--- config.mk ---
export PLATFORM = sky130hd
export DESIGN_NAME = round_robin_schedule_stepper_flat
export DESIGN_NICKNAME = d
export VERILOG_FILES = /design/src/rrs_pkg.sv /design/src/rrs_if.sv /design/src/round_robin_schedule_stepper.sv /design/src/rrs_ram.sv /design/src/flat_wrapper.sv
export SDC_FILE = /design/constraint.sdc
export NUM_CORES = 2
export LEC_CHECK = 0
export BUFFER_PORTS_ARGS = -buffer_cell sky130_fd_sc_hd__buf_4
export CORE_MARGIN = 5
export CORE_UTILIZATION = 25
export CTS_CLUSTER_DIAMETER = 80
export CTS_CLUSTER_SIZE = 8
export DETAILED_ROUTE_END_ITERATION = 6
export GPL_TIMING_DRIVEN = 1
export MAX_ROUTING_LAYER = met4
export PLACE_DENSITY_LB_ADDON = 0.08
export SLEW_MARGIN = 5
export SYNTH_ARGS = -nofsm -noshare
export SYNTH_HDL_FRONTEND = slang
export SYNTH_SLANG_ARGS = --single-unit
--- constraint.sdc ---
create_clock -name clk -period 8.7 [get_ports clk]
set_input_delay 1.74 -clock clk [delete_from_list [all_inputs] [get_ports clk]]
set_output_delay 1.74 -clock clk [all_outputs]
set_load 0.05 [all_outputs]
--- src/rrs_pkg.sv ---
`default_nettype none

package rrs_pkg;

	// Default sizing of the process table.
	localparam int MAX_PROCS_DEF  = 64;
	localparam int BURST_BITS_DEF = 16;

	// Fixed field widths.
	localparam int QUANTUM_W = 16;
	localparam int CLOCK_W   = 22;
	localparam int REQ_W     = 2;
	localparam int BURST_W   = 16;
	localparam int PID_W     = 7;

	localparam logic [QUANTUM_W-1:0] QUANTUM_RESET = QUANTUM_W'(10);
	localparam logic [CLOCK_W-1:0]   CLOCK_MAX     = {CLOCK_W{1'b1}};

	// Request codes carried in req_type.
	typedef enum logic [REQ_W-1:0] {
		REQ_LOAD  = 2'd0,
		REQ_CLEAR = 2'd1,
		REQ_STEP  = 2'd2
	} req_t;

	// Scheduler sequencer states.
	typedef enum logic [1:0] {
		ST_IDLE,
		ST_READ,
		ST_ADD,
		ST_FIN
	} state_t;

endpackage

`default_nettype wire

--- src/rrs_if.sv ---
`default_nettype none

// Request channel: one load, clear or step request per transfer.
interface rrs_req_if;
	import rrs_pkg::*;

	logic                valid;
	logic                ready;
	logic [REQ_W-1:0]    req_type;
	logic [BURST_W-1:0]  burst_len;

	modport source (output valid, req_type, burst_len, input ready);
	modport sink (input valid, req_type, burst_len, output ready);
endinterface

// Response channel: one slot report per step request.
interface rrs_rsp_if;
	import rrs_pkg::*;

	logic                  valid;
	logic                  ready;
	logic [PID_W-1:0]      proc_num;
	logic [QUANTUM_W-1:0]  ran_for;
	logic [CLOCK_W-1:0]    elapsed_time;
	logic                  finished;
	logic [CLOCK_W-1:0]    turnaround;
	logic [CLOCK_W-1:0]    waiting;
	logic                  all_done;

	modport source (output valid, proc_num, ran_for, elapsed_time, finished,
		turnaround, waiting, all_done, input ready);
	modport sink (input valid, proc_num, ran_for, elapsed_time, finished,
		turnaround, waiting, all_done, output ready);
endinterface

`default_nettype wire

--- src/round_robin_schedule_stepper.sv ---
// Round-robin scheduling stepper.
// Requests arrive on cmd (valid/ready). A load request appends a process with
// the given burst time to the table, a clear request empties the table and the
// clock, and a step request runs the next unfinished process circularly for
// min(remaining, quantum or 1 if 0) and reports the slot on rsp (valid/ready).
// Loads and clears produce no response; a step always produces exactly one.
// The quantum is written through cfg_we/cfg_wdata; the user must write it only
// while the block is idle, which the block itself does not enforce. Load, clear
// and a step with nothing left to run need no scan. A scheduled step stays in
// ST_READ for each finished entry skipped on the way to the next runnable one
// (one RAM with a registered read, scanned one entry per cycle), then ST_ADD
// advances the clock, ST_FIN computes the wait; one entry is written back.
// A new request is taken once the previous step is done and the response
// register is empty or draining; a stalled rsp holds its report and blocks
// cmd. Reset clears the counters and the clock and restores a quantum of 10;
// the table contents need no clearing, since only loaded entries are read.
`default_nettype none

module round_robin_schedule_stepper #(
	parameter int MAX_PROCS  = rrs_pkg::MAX_PROCS_DEF,
	parameter int BURST_BITS = rrs_pkg::BURST_BITS_DEF
) (
	input  wire logic                           clk,
	input  wire logic                           arst_n,
	input  wire logic                           cfg_we,
	input  wire logic [rrs_pkg::QUANTUM_W-1:0]  cfg_wdata,
	rrs_req_if.sink                             cmd,
	rrs_rsp_if.source                           rsp
);
	import rrs_pkg::*;

	localparam int AW = (MAX_PROCS > 1) ? $clog2(MAX_PROCS) : 1;
	localparam int CW = $clog2(MAX_PROCS + 1);
	localparam int RW = (BURST_BITS > QUANTUM_W) ? BURST_BITS : QUANTUM_W;
	localparam int SW = CLOCK_W + 1;
	localparam int WW = (BURST_BITS > CLOCK_W) ? BURST_BITS : CLOCK_W;
	localparam int EW = 2 * BURST_BITS;

	// Control state.
	state_t                 state_q, state_d;
	logic [QUANTUM_W-1:0]   quantum_q;
	logic [CW-1:0]          loaded_q;
	logic [CW-1:0]          unfinished_q;
	logic [AW-1:0]          next_q;
	logic [CLOCK_W-1:0]     clock_q;
	logic                   rsp_valid_q;

	// Step working registers.
	logic [AW-1:0]          slot_q;
	logic [QUANTUM_W-1:0]   run_q;
	logic                   fin_q;
	logic [BURST_BITS-1:0]  burst_q;

	// Response payload registers.
	logic [PID_W-1:0]       pid_q;
	logic [QUANTUM_W-1:0]   ran_q;
	logic [CLOCK_W-1:0]     elapsed_q;
	logic                   finished_q;
	logic [CLOCK_W-1:0]     turnaround_q;
	logic [CLOCK_W-1:0]     waiting_q;
	logic                   all_done_q;

	// RAM ports.
	logic                   ram_we;
	logic [AW-1:0]          ram_waddr;
	logic [EW-1:0]          ram_wdata;
	logic [AW-1:0]          ram_raddr;
	logic [EW-1:0]          ram_rdata;

	logic                   cmd_fire;
	logic                   rsp_set;
	logic                   table_empty;
	logic                   table_full;
	logic [BURST_BITS-1:0]  load_burst;
	logic [AW-1:0]          start_slot;
	logic [CW-1:0]          slot_inc;
	logic [AW-1:0]          wrap_slot;
	logic [BURST_BITS-1:0]  rem_rd;
	logic [BURST_BITS-1:0]  burst_rd;
	logic [QUANTUM_W-1:0]   q_eff;
	logic [QUANTUM_W-1:0]   run;
	logic [BURST_BITS-1:0]  rem_new;
	logic [SW-1:0]          clock_sum;
	logic [CLOCK_W-1:0]     clock_new;
	logic [CLOCK_W-1:0]     wait_val;

	// Each entry holds the burst time above the remaining time.
	rrs_ram #(
		.WIDTH (EW),
		.DEPTH (MAX_PROCS)
	) u_table (
		.clk   (clk),
		.we    (ram_we),
		.waddr (ram_waddr),
		.wdata (ram_wdata),
		.raddr (ram_raddr),
		.rdata (ram_rdata)
	);

	// Request handshake and table status.
	assign cmd_fire    = cmd.valid && cmd.ready;
	assign cmd.ready   = (state_q == ST_IDLE) && (!rsp_valid_q || rsp.ready);
	assign table_empty = (unfinished_q == '0) || (loaded_q == '0);
	assign table_full  = (loaded_q >= CW'(MAX_PROCS));
	assign load_burst  = BURST_BITS'(cmd.burst_len);

	// Circular slot arithmetic.
	assign start_slot = (CW'(next_q) < loaded_q) ? next_q : '0;
	assign slot_inc   = CW'(slot_q) + CW'(1);
	assign wrap_slot  = (slot_inc >= loaded_q) ? '0 : slot_inc[AW-1:0];

	// Slice computation on the entry just read.
	assign rem_rd   = ram_rdata[BURST_BITS-1:0];
	assign burst_rd = ram_rdata[EW-1:BURST_BITS];
	assign q_eff    = (quantum_q == '0) ? QUANTUM_W'(1) : quantum_q;
	assign run      = (RW'(rem_rd) <= RW'(q_eff)) ? QUANTUM_W'(rem_rd) : q_eff;
	assign rem_new  = rem_rd - BURST_BITS'(run);

	// Saturating clock advance.
	assign clock_sum = SW'(clock_q) + SW'(run_q);
	assign clock_new = (clock_sum > SW'(CLOCK_MAX)) ? CLOCK_MAX : clock_sum[CLOCK_W-1:0];

	// Waiting time, clamped at zero.
	assign wait_val = (WW'(clock_q) >= WW'(burst_q))
		? CLOCK_W'(WW'(clock_q) - WW'(burst_q)) : '0;

	// Next state and RAM control.
	always_comb begin
		state_d   = state_q;
		ram_we    = 1'b0;
		ram_waddr = loaded_q[AW-1:0];
		ram_wdata = {load_burst, load_burst};
		ram_raddr = slot_q;
		case (state_q)
			ST_IDLE: begin
				if (cmd_fire) begin
					if (cmd.req_type == REQ_LOAD && !table_full) begin
						ram_we = 1'b1;
					end else if (cmd.req_type == REQ_STEP && !table_empty) begin
						ram_raddr = start_slot;
						state_d   = ST_READ;
					end
				end
			end
			ST_READ: begin
				if (rem_rd == '0) begin
					ram_raddr = wrap_slot;
				end else begin
					ram_we    = 1'b1;
					ram_waddr = slot_q;
					ram_wdata = {burst_rd, rem_new};
					state_d   = ST_ADD;
				end
			end
			ST_ADD: begin
				state_d = ST_FIN;
			end
			ST_FIN: begin
				state_d = ST_IDLE;
			end
			default: begin
				state_d = ST_IDLE;
			end
		endcase
	end

	// State register.
	always_ff @(posedge clk or negedge arst_n) begin
		if (!arst_n) begin
			state_q <= ST_IDLE;
		end else begin
			state_q <= state_d;
		end
	end

	// A report is raised by a completed step or a step on an exhausted table.
	assign rsp_set = (state_q == ST_FIN)
		|| (cmd_fire && cmd.req_type == REQ_STEP && table_empty);

	// Response valid: set on a new report, cleared when the report transfers.
	always_ff @(posedge clk or negedge arst_n) begin
		if (!arst_n) begin
			rsp_valid_q <= 1'b0;
		end else if (rsp_set) begin
			rsp_valid_q <= 1'b1;
		end else if (rsp.ready) begin
			rsp_valid_q <= 1'b0;
		end
	end

	// Counters, clock and quantum.
	always_ff @(posedge clk or negedge arst_n) begin
		if (!arst_n) begin
			quantum_q    <= QUANTUM_RESET;
			loaded_q     <= '0;
			unfinished_q <= '0;
			next_q       <= '0;
			clock_q      <= '0;
		end else begin
			if (cfg_we) begin
				quantum_q <= cfg_wdata;
			end
			case (state_q)
				ST_IDLE: begin
					if (cmd_fire) begin
						case (cmd.req_type)
							REQ_LOAD: begin
								if (!table_full) begin
									loaded_q <= loaded_q + CW'(1);
									if (load_burst != '0) begin
										unfinished_q <= unfinished_q + CW'(1);
									end
								end
							end
							REQ_CLEAR: begin
								loaded_q     <= '0;
								unfinished_q <= '0;
								next_q       <= '0;
								clock_q      <= '0;
							end
							default: begin
							end
						endcase
					end
				end
				ST_READ: begin
					if (rem_rd != '0) begin
						next_q <= wrap_slot;
						if (rem_new == '0 && unfinished_q != '0) begin
							unfinished_q <= unfinished_q - CW'(1);
						end
					end
				end
				ST_ADD: begin
					clock_q <= clock_new;
				end
				default: begin
				end
			endcase
		end
	end

	// Step working registers and response payload.
	always_ff @(posedge clk) begin
		case (state_q)
			ST_IDLE: begin
				slot_q <= start_slot;
				if (cmd_fire && cmd.req_type == REQ_STEP && table_empty) begin
					pid_q        <= '0;
					ran_q        <= '0;
					elapsed_q    <= clock_q;
					finished_q   <= 1'b0;
					turnaround_q <= '0;
					waiting_q    <= '0;
					all_done_q   <= 1'b1;
				end
			end
			ST_READ: begin
				if (rem_rd == '0) begin
					slot_q <= wrap_slot;
				end else begin
					run_q   <= run;
					fin_q   <= (rem_new == '0);
					burst_q <= burst_rd;
				end
			end
			ST_FIN: begin
				pid_q        <= PID_W'(CW'(slot_q) + CW'(1));
				ran_q        <= run_q;
				elapsed_q    <= clock_q;
				finished_q   <= fin_q;
				turnaround_q <= fin_q ? clock_q : '0;
				waiting_q    <= fin_q ? wait_val : '0;
				all_done_q   <= 1'b0;
			end
			default: begin
			end
		endcase
	end

	// Response outputs.
	assign rsp.valid        = rsp_valid_q;
	assign rsp.proc_num     = pid_q;
	assign rsp.ran_for      = ran_q;
	assign rsp.elapsed_time = elapsed_q;
	assign rsp.finished     = finished_q;
	assign rsp.turnaround   = turnaround_q;
	assign rsp.waiting      = waiting_q;
	assign rsp.all_done     = all_done_q;

	// The unfinished count never exceeds the number of loaded entries.
	a_count_bound: assert property (@(posedge clk) disable iff (!arst_n)
		unfinished_q <= loaded_q)
		else $error("unfinished count exceeds loaded count");

	// A scan only runs while some process is still unfinished.
	a_scan_live: assert property (@(posedge clk) disable iff (!arst_n)
		(state_q == ST_READ) |-> (unfinished_q != '0 && loaded_q != '0))
		else $error("table scan with no runnable process");

	// A step on an exhausted table reports all_done in the next cycle.
	a_all_done: assert property (@(posedge clk) disable iff (!arst_n)
		(cmd_fire && cmd.req_type == REQ_STEP && table_empty)
		|=> (rsp.valid && rsp.all_done && rsp.proc_num == '0))
		else $error("missing all_done report");

	// The scan index always points inside the loaded part of the table.
	a_slot_range: assert property (@(posedge clk) disable iff (!arst_n)
		(state_q == ST_READ) |-> (CW'(slot_q) < loaded_q))
		else $error("scan slot beyond loaded entries");

	// A request is only taken when the response register can accept a report.
	a_rsp_room: assert property (@(posedge clk) disable iff (!arst_n)
		cmd_fire |-> (!rsp.valid || rsp.ready))
		else $error("request taken while response is stalled");

endmodule

`default_nettype wire

--- src/rrs_ram.sv ---
`default_nettype none

// Simple dual-port RAM: one write port, one read port with registered data.
module rrs_ram #(
	parameter int WIDTH = 32,
	parameter int DEPTH = 64
) (
	input  wire logic                      clk,
	input  wire logic                      we,
	input  wire logic [$clog2(DEPTH)-1:0]  waddr,
	input  wire logic [WIDTH-1:0]          wdata,
	input  wire logic [$clog2(DEPTH)-1:0]  raddr,
	output logic      [WIDTH-1:0]          rdata
);

	logic [WIDTH-1:0] mem [DEPTH];

	// Write port.
	always_ff @(posedge clk) begin
		if (we) begin
			mem[waddr] <= wdata;
		end
	end

	// Registered read port.
	always_ff @(posedge clk) begin
		rdata <= mem[raddr];
	end

endmodule

`default_nettype wire
--- src/flat_wrapper.sv ---
// flat-port wrapper written by rule: the top's interface ports become plain ports
module round_robin_schedule_stepper_flat import rrs_pkg::*;
#(
	parameter int MAX_PROCS  = rrs_pkg::MAX_PROCS_DEF,
	parameter int BURST_BITS = rrs_pkg::BURST_BITS_DEF
)
  (clk, arst_n, cfg_we, cfg_wdata, cmd_valid, cmd_req_type, cmd_burst_len, cmd_ready, rsp_valid, rsp_proc_num, rsp_ran_for, rsp_elapsed_time, rsp_finished, rsp_turnaround, rsp_waiting, rsp_all_done, rsp_ready);
  rrs_req_if cmd_i ();
  rrs_rsp_if rsp_i ();
  input  wire logic clk;
  input  wire logic arst_n;
  input  wire logic cfg_we;
  input  wire logic [rrs_pkg::QUANTUM_W-1:0] cfg_wdata;
  input wire logic [$bits(cmd_i.valid)-1:0] cmd_valid;
  input wire logic [$bits(cmd_i.req_type)-1:0] cmd_req_type;
  input wire logic [$bits(cmd_i.burst_len)-1:0] cmd_burst_len;
  output wire logic [$bits(cmd_i.ready)-1:0] cmd_ready;
  output wire logic [$bits(rsp_i.valid)-1:0] rsp_valid;
  output wire logic [$bits(rsp_i.proc_num)-1:0] rsp_proc_num;
  output wire logic [$bits(rsp_i.ran_for)-1:0] rsp_ran_for;
  output wire logic [$bits(rsp_i.elapsed_time)-1:0] rsp_elapsed_time;
  output wire logic [$bits(rsp_i.finished)-1:0] rsp_finished;
  output wire logic [$bits(rsp_i.turnaround)-1:0] rsp_turnaround;
  output wire logic [$bits(rsp_i.waiting)-1:0] rsp_waiting;
  output wire logic [$bits(rsp_i.all_done)-1:0] rsp_all_done;
  input wire logic [$bits(rsp_i.ready)-1:0] rsp_ready;
  assign cmd_i.valid = cmd_valid;
  assign cmd_i.req_type = cmd_req_type;
  assign cmd_i.burst_len = cmd_burst_len;
  assign cmd_ready = cmd_i.ready;
  assign rsp_valid = rsp_i.valid;
  assign rsp_proc_num = rsp_i.proc_num;
  assign rsp_ran_for = rsp_i.ran_for;
  assign rsp_elapsed_time = rsp_i.elapsed_time;
  assign rsp_finished = rsp_i.finished;
  assign rsp_turnaround = rsp_i.turnaround;
  assign rsp_waiting = rsp_i.waiting;
  assign rsp_all_done = rsp_i.all_done;
  assign rsp_i.ready = rsp_ready;
  round_robin_schedule_stepper #(.MAX_PROCS(MAX_PROCS), .BURST_BITS(BURST_BITS)) u_core (.clk(clk), .arst_n(arst_n), .cfg_we(cfg_we), .cfg_wdata(cfg_wdata), .cmd(cmd_i), .rsp(rsp_i));
endmodule
==> results.sh <==
export IMPL_grt_max_degree=127
export IMPL_synthArstFlopShare_pct=2.69
export IMPL_synthTopCellsByCount="edfxtp_1 (2178), nand2_1 (2062), nand3_1 (1037)"
export IMPL_ys_ff_latch=2271
export IMPL_final_cells=12800
export IMPL_post_drt_wl_per_cell_um=31.1
export IMPL_start_util_pct=25.1
export IMPL_power_density_mw_per_mm2=412
export IMPL_r2r_slack_ns=1.58
export IMPL_fin_crit_ns=7.12
export IMPL_yosysMostFrequentCell="edfxtp_1"
export IMPL_fp_coreArea_mm2=0.369
export IMPL_drtAntennaViolNets=0
export IMPL_end_kind="register"
export IMPL_crit_fanout=12
export IMPL_fin_ws_ns=1.58
export IMPL_syn_inst=7380
export IMPL_globalRouteMet3Util_pct=2.71
export IMPL_rr_startpoint="u_core.u_table.rdata[12]$_DFF_P_"
export IMPL_skew_ns=0.0392
export IMPL_clock_root_buffer="clkbuf_16"
export IMPL_fin_crit_sh_pct=81.9
export IMPL_ff2ff_path_depth=20
export IMPL_syn_num_nets=7500
export IMPL_dieArea_mm2=0.383
export IMPL_fin_util_pct=29.9
export IMPL_grt_met1_usage_pct=28.4
export IMPL_timing_slew_headroom_pct=9.18
export IMPL_rsz0062_at_grt="false"
export IMPL_setup_viol=0
export IMPL_hold_viol_final=0
export IMPL_clockBufferDepth=4
export IMPL_antenna_found_initial=24
export IMPL_min_path_type="register to register"
export IMPL_cts_tree="yes"
export IMPL_multi_input_comb_area_mm2=0.0239
export IMPL_worstMarginPinSlew_ns=1.36
export IMPL_clkLatencyLatePin_ns=0.91
export IMPL_rows=223
export IMPL_cts_buffers=324
export IMPL_arrival_ns=7.92
export IMPL_die_y_um=619
export IMPL_hold_buffers=0
export IMPL_hpwl_um=240000
export IMPL_slew_violations=0
export IMPL_dieWidth_um=619
export IMPL_peakVddDrop_v=0.000240
export IMPL_r2r_end="u_core.unfinished_q[3]$_DFFE_PN0P_"
export IMPL_setup_worst_path_class="register to register"
export IMPL_crit_start="u_core.u_table.rdata[12]$_DFF_P_"
export IMPL_grt_pass1_wl_um=541000
export IMPL_cp_required_ns=9.50
export IMPL_synth_area_top_cells="edfxtp_1 (71%), nand2_1 (8.3%), nand3_1 (5.6%)"
export IMPL_gp_congestion=0.826
export IMPL_vias=63200
export IMPL_fmax_mhz=140
export IMPL_finalSetupTns_ns=0
export IMPL_pre_cts_ws_ns=1.57
export IMPL_ys_seq_area_share_pct=72.9
export IMPL_worstSetupEndpoint="u_core.unfinished_q[3]$_DFFE_PN0P_"
export IMPL_wl_um=398000
export IMPL_syn_avg_cell_area_um2=12.6
export IMPL_clock_sinks=2271
export IMPL_seq_area_mm2=0.0676
export IMPL_ys_flop_type="edfxtp_1"
export IMPL_busiest_layer="met2"
export IMPL_status="finished, final reports clean"
export IMPL_ys_types=93
export IMPL_routed_via_density=4.94
export IMPL_synth_warning_count=0
export IMPL_nNetsFinal=7762
export IMPL_grt_total_usage_pct=20.7
export IMPL_grt_pass1_vias=60900
export IMPL_yosysTopAreaCell="edfxtp_1"
export IMPL_firstDrtPassIters=6
export IMPL_synth_top_area_share_pct=70.5
export IMPL_cts_resized=0
export IMPL_cts_setup_buffers=0
export IMPL_gr_total_overflow=0
export IMPL_synth_area_mm2=0.0927
export IMPL_ios=132
export IMPL_place_inst=12300
export IMPL_fin_hold_ws_ns=0.537
export IMPL_htreeDepth=5
export IMPL_power_leakage_nw=37.8
export IMPL_cap_viol_max_count=0
export IMPL_synth_edff_count=2178
export IMPL_drt_iter0_drc=6049
export IMPL_grt_use_met2_pct=33.1
export IMPL_area_growth_pct=19.1
export IMPL_clk_pin_slew_ns=0.06
export IMPL_fillers=37200
export IMPL_critPathLaunchType="register"
export IMPL_drc=0
export IMPL_portBuffers=131
export IMPL_final_layout_size_suffix_gt1_share_pct=11.3
registers in the layout, summed over array words and instances (netlist names), 6 cells and up:
name	count
u_core.u_table.rdata	32
u_core.next_q	6
u_core.rsp.proc_num	7
u_core.quantum_q	16
u_core.rsp.turnaround	22
u_core.rsp.ran_for	16
u_core.rsp.elapsed_time	22
u_core.rsp.waiting	22
u_core.slot_q	6
u_core.loaded_q	7
u_core.unfinished_q	7
u_core.clock_q	22
u_core.burst_q	16
u_core.u_table.mem	2048
u_core.run_q	16
critical path: stages (launching register included):
cell and delay, ns:
dfxtp_1 1.09, ha_1 0.40, nand4_1 0.21, nor3_1 0.09, nor4_1 0.43, nand3_2 0.31
nand2_1 0.43, nor2_1 0.08, a21oi_1 0.29, ha_1 0.29, nor2b_1 0.14, o211ai_1 0.31
and3b_1 0.39, maj3_1 0.24, o211ai_1 0.08, a31oi_1 0.38, o2111ai_1 0.24, or4b_1 0.55
or3_4 0.42, or2_1 0.28, a311oi_1 0.29
layout by cell type (no fill, tap or decap), types with 43 or more instances in the layout:
cell | Yosys | layout
nor2_4 | 1 | 67
clkbuf_16 | 0 | 331
clkbuf_1 | 245 | 149
dfrtp_1 | 59 | 59
nand3_1 | 1037 | 1037
o211ai_1 | 53 | 53
edfxtp_1 | 2178 | 2178
a32oi_1 | 87 | 87
and3_1 | 147 | 146
inv_1 | 83 | 82
nand4_1 | 160 | 160
nor2_1 | 179 | 112
a31oi_1 | 121 | 121
mux2i_1 | 43 | 43
buf_4 | 1 | 350
a21oi_1 | 79 | 78
o21ai_0 | 106 | 95
ha_1 | 78 | 78
nand2_1 | 2062 | 2041
per-stage QoR:
step	total power, mW	area, um2
2_1_floorplan	25.0	92700
3_3_place_gp	34.1	101000
3_5_place_dp	34.1	101000
4_1_cts	46.1	110000
5_1_grt	47.7	110000
6_report	45.5	110000
metal layers:
layer	routed length, um	vias to the layer above	share of wire [%]
li1	-	27700	-
met1	183000	33200	46
met2	188000	1859	47
met3	19000	449	4.8
met4	7800	0	2.0
met5	0	-	0
power by group:
group / internal [mW] / leakage, nW / total, mW / switching (mW)
Sequential: 14.6 / 20.7 / 15.4 / 0.744
Clock: 7.01 / 4.41 / 11.8 / 4.84
Combinational: 4.33 / 12.7 / 18.3 / 14.0
cell type report:
cell class	instances	area share [%]
Clock buffer	480	8.00
Multi-Input combinational cell	4579	21.6
Clock inverter	25	0.311
Tap cell	4950	5.61
Antenna cell	20	0.0453
Timing Repair Buffer	382	2.96
Inverter	84	0.285
Sequential cell	2271	61.2
worst min path at each step:
stage,start,end,slack (ns),cells past startpoint
3_5_place_dp,u_core.u_table.rdata[25]$_DFF_P_,u_core.burst_q[9]$_DFFE_PP_,0.52,0
3_3_place_gp,u_core.u_table.rdata[25]$_DFF_P_,u_core.burst_q[9]$_DFFE_PP_,0.53,0
4_1_cts,u_core.u_table.rdata[25]$_DFF_P_,u_core.burst_q[9]$_DFFE_PP_,0.52,0
2_1_floorplan,u_core.u_table.rdata[16]$_DFF_P_,u_core.burst_q[0]$_DFFE_PP_,0.41,0
6_report,u_core.u_table.rdata[25]$_DFF_P_,u_core.burst_q[9]$_DFFE_PP_,0.54,0
5_1_grt,u_core.u_table.rdata[25]$_DFF_P_,u_core.burst_q[9]$_DFFE_PP_,0.54,0
logic make-up after synthesis:
family	Yosys count	synth area share, %
buffers and inverters	530	2.29
flip-flops	2271	72.9
XOR/XNOR	41	0.387
AO/OA/AOI/OAI	611	4.56
adder cells (fa/ha/maj)	84	1.15
AND/OR/NAND/NOR	3799	18.3
multiplexers	44	0.476
(Power assumes the default switching activity.)
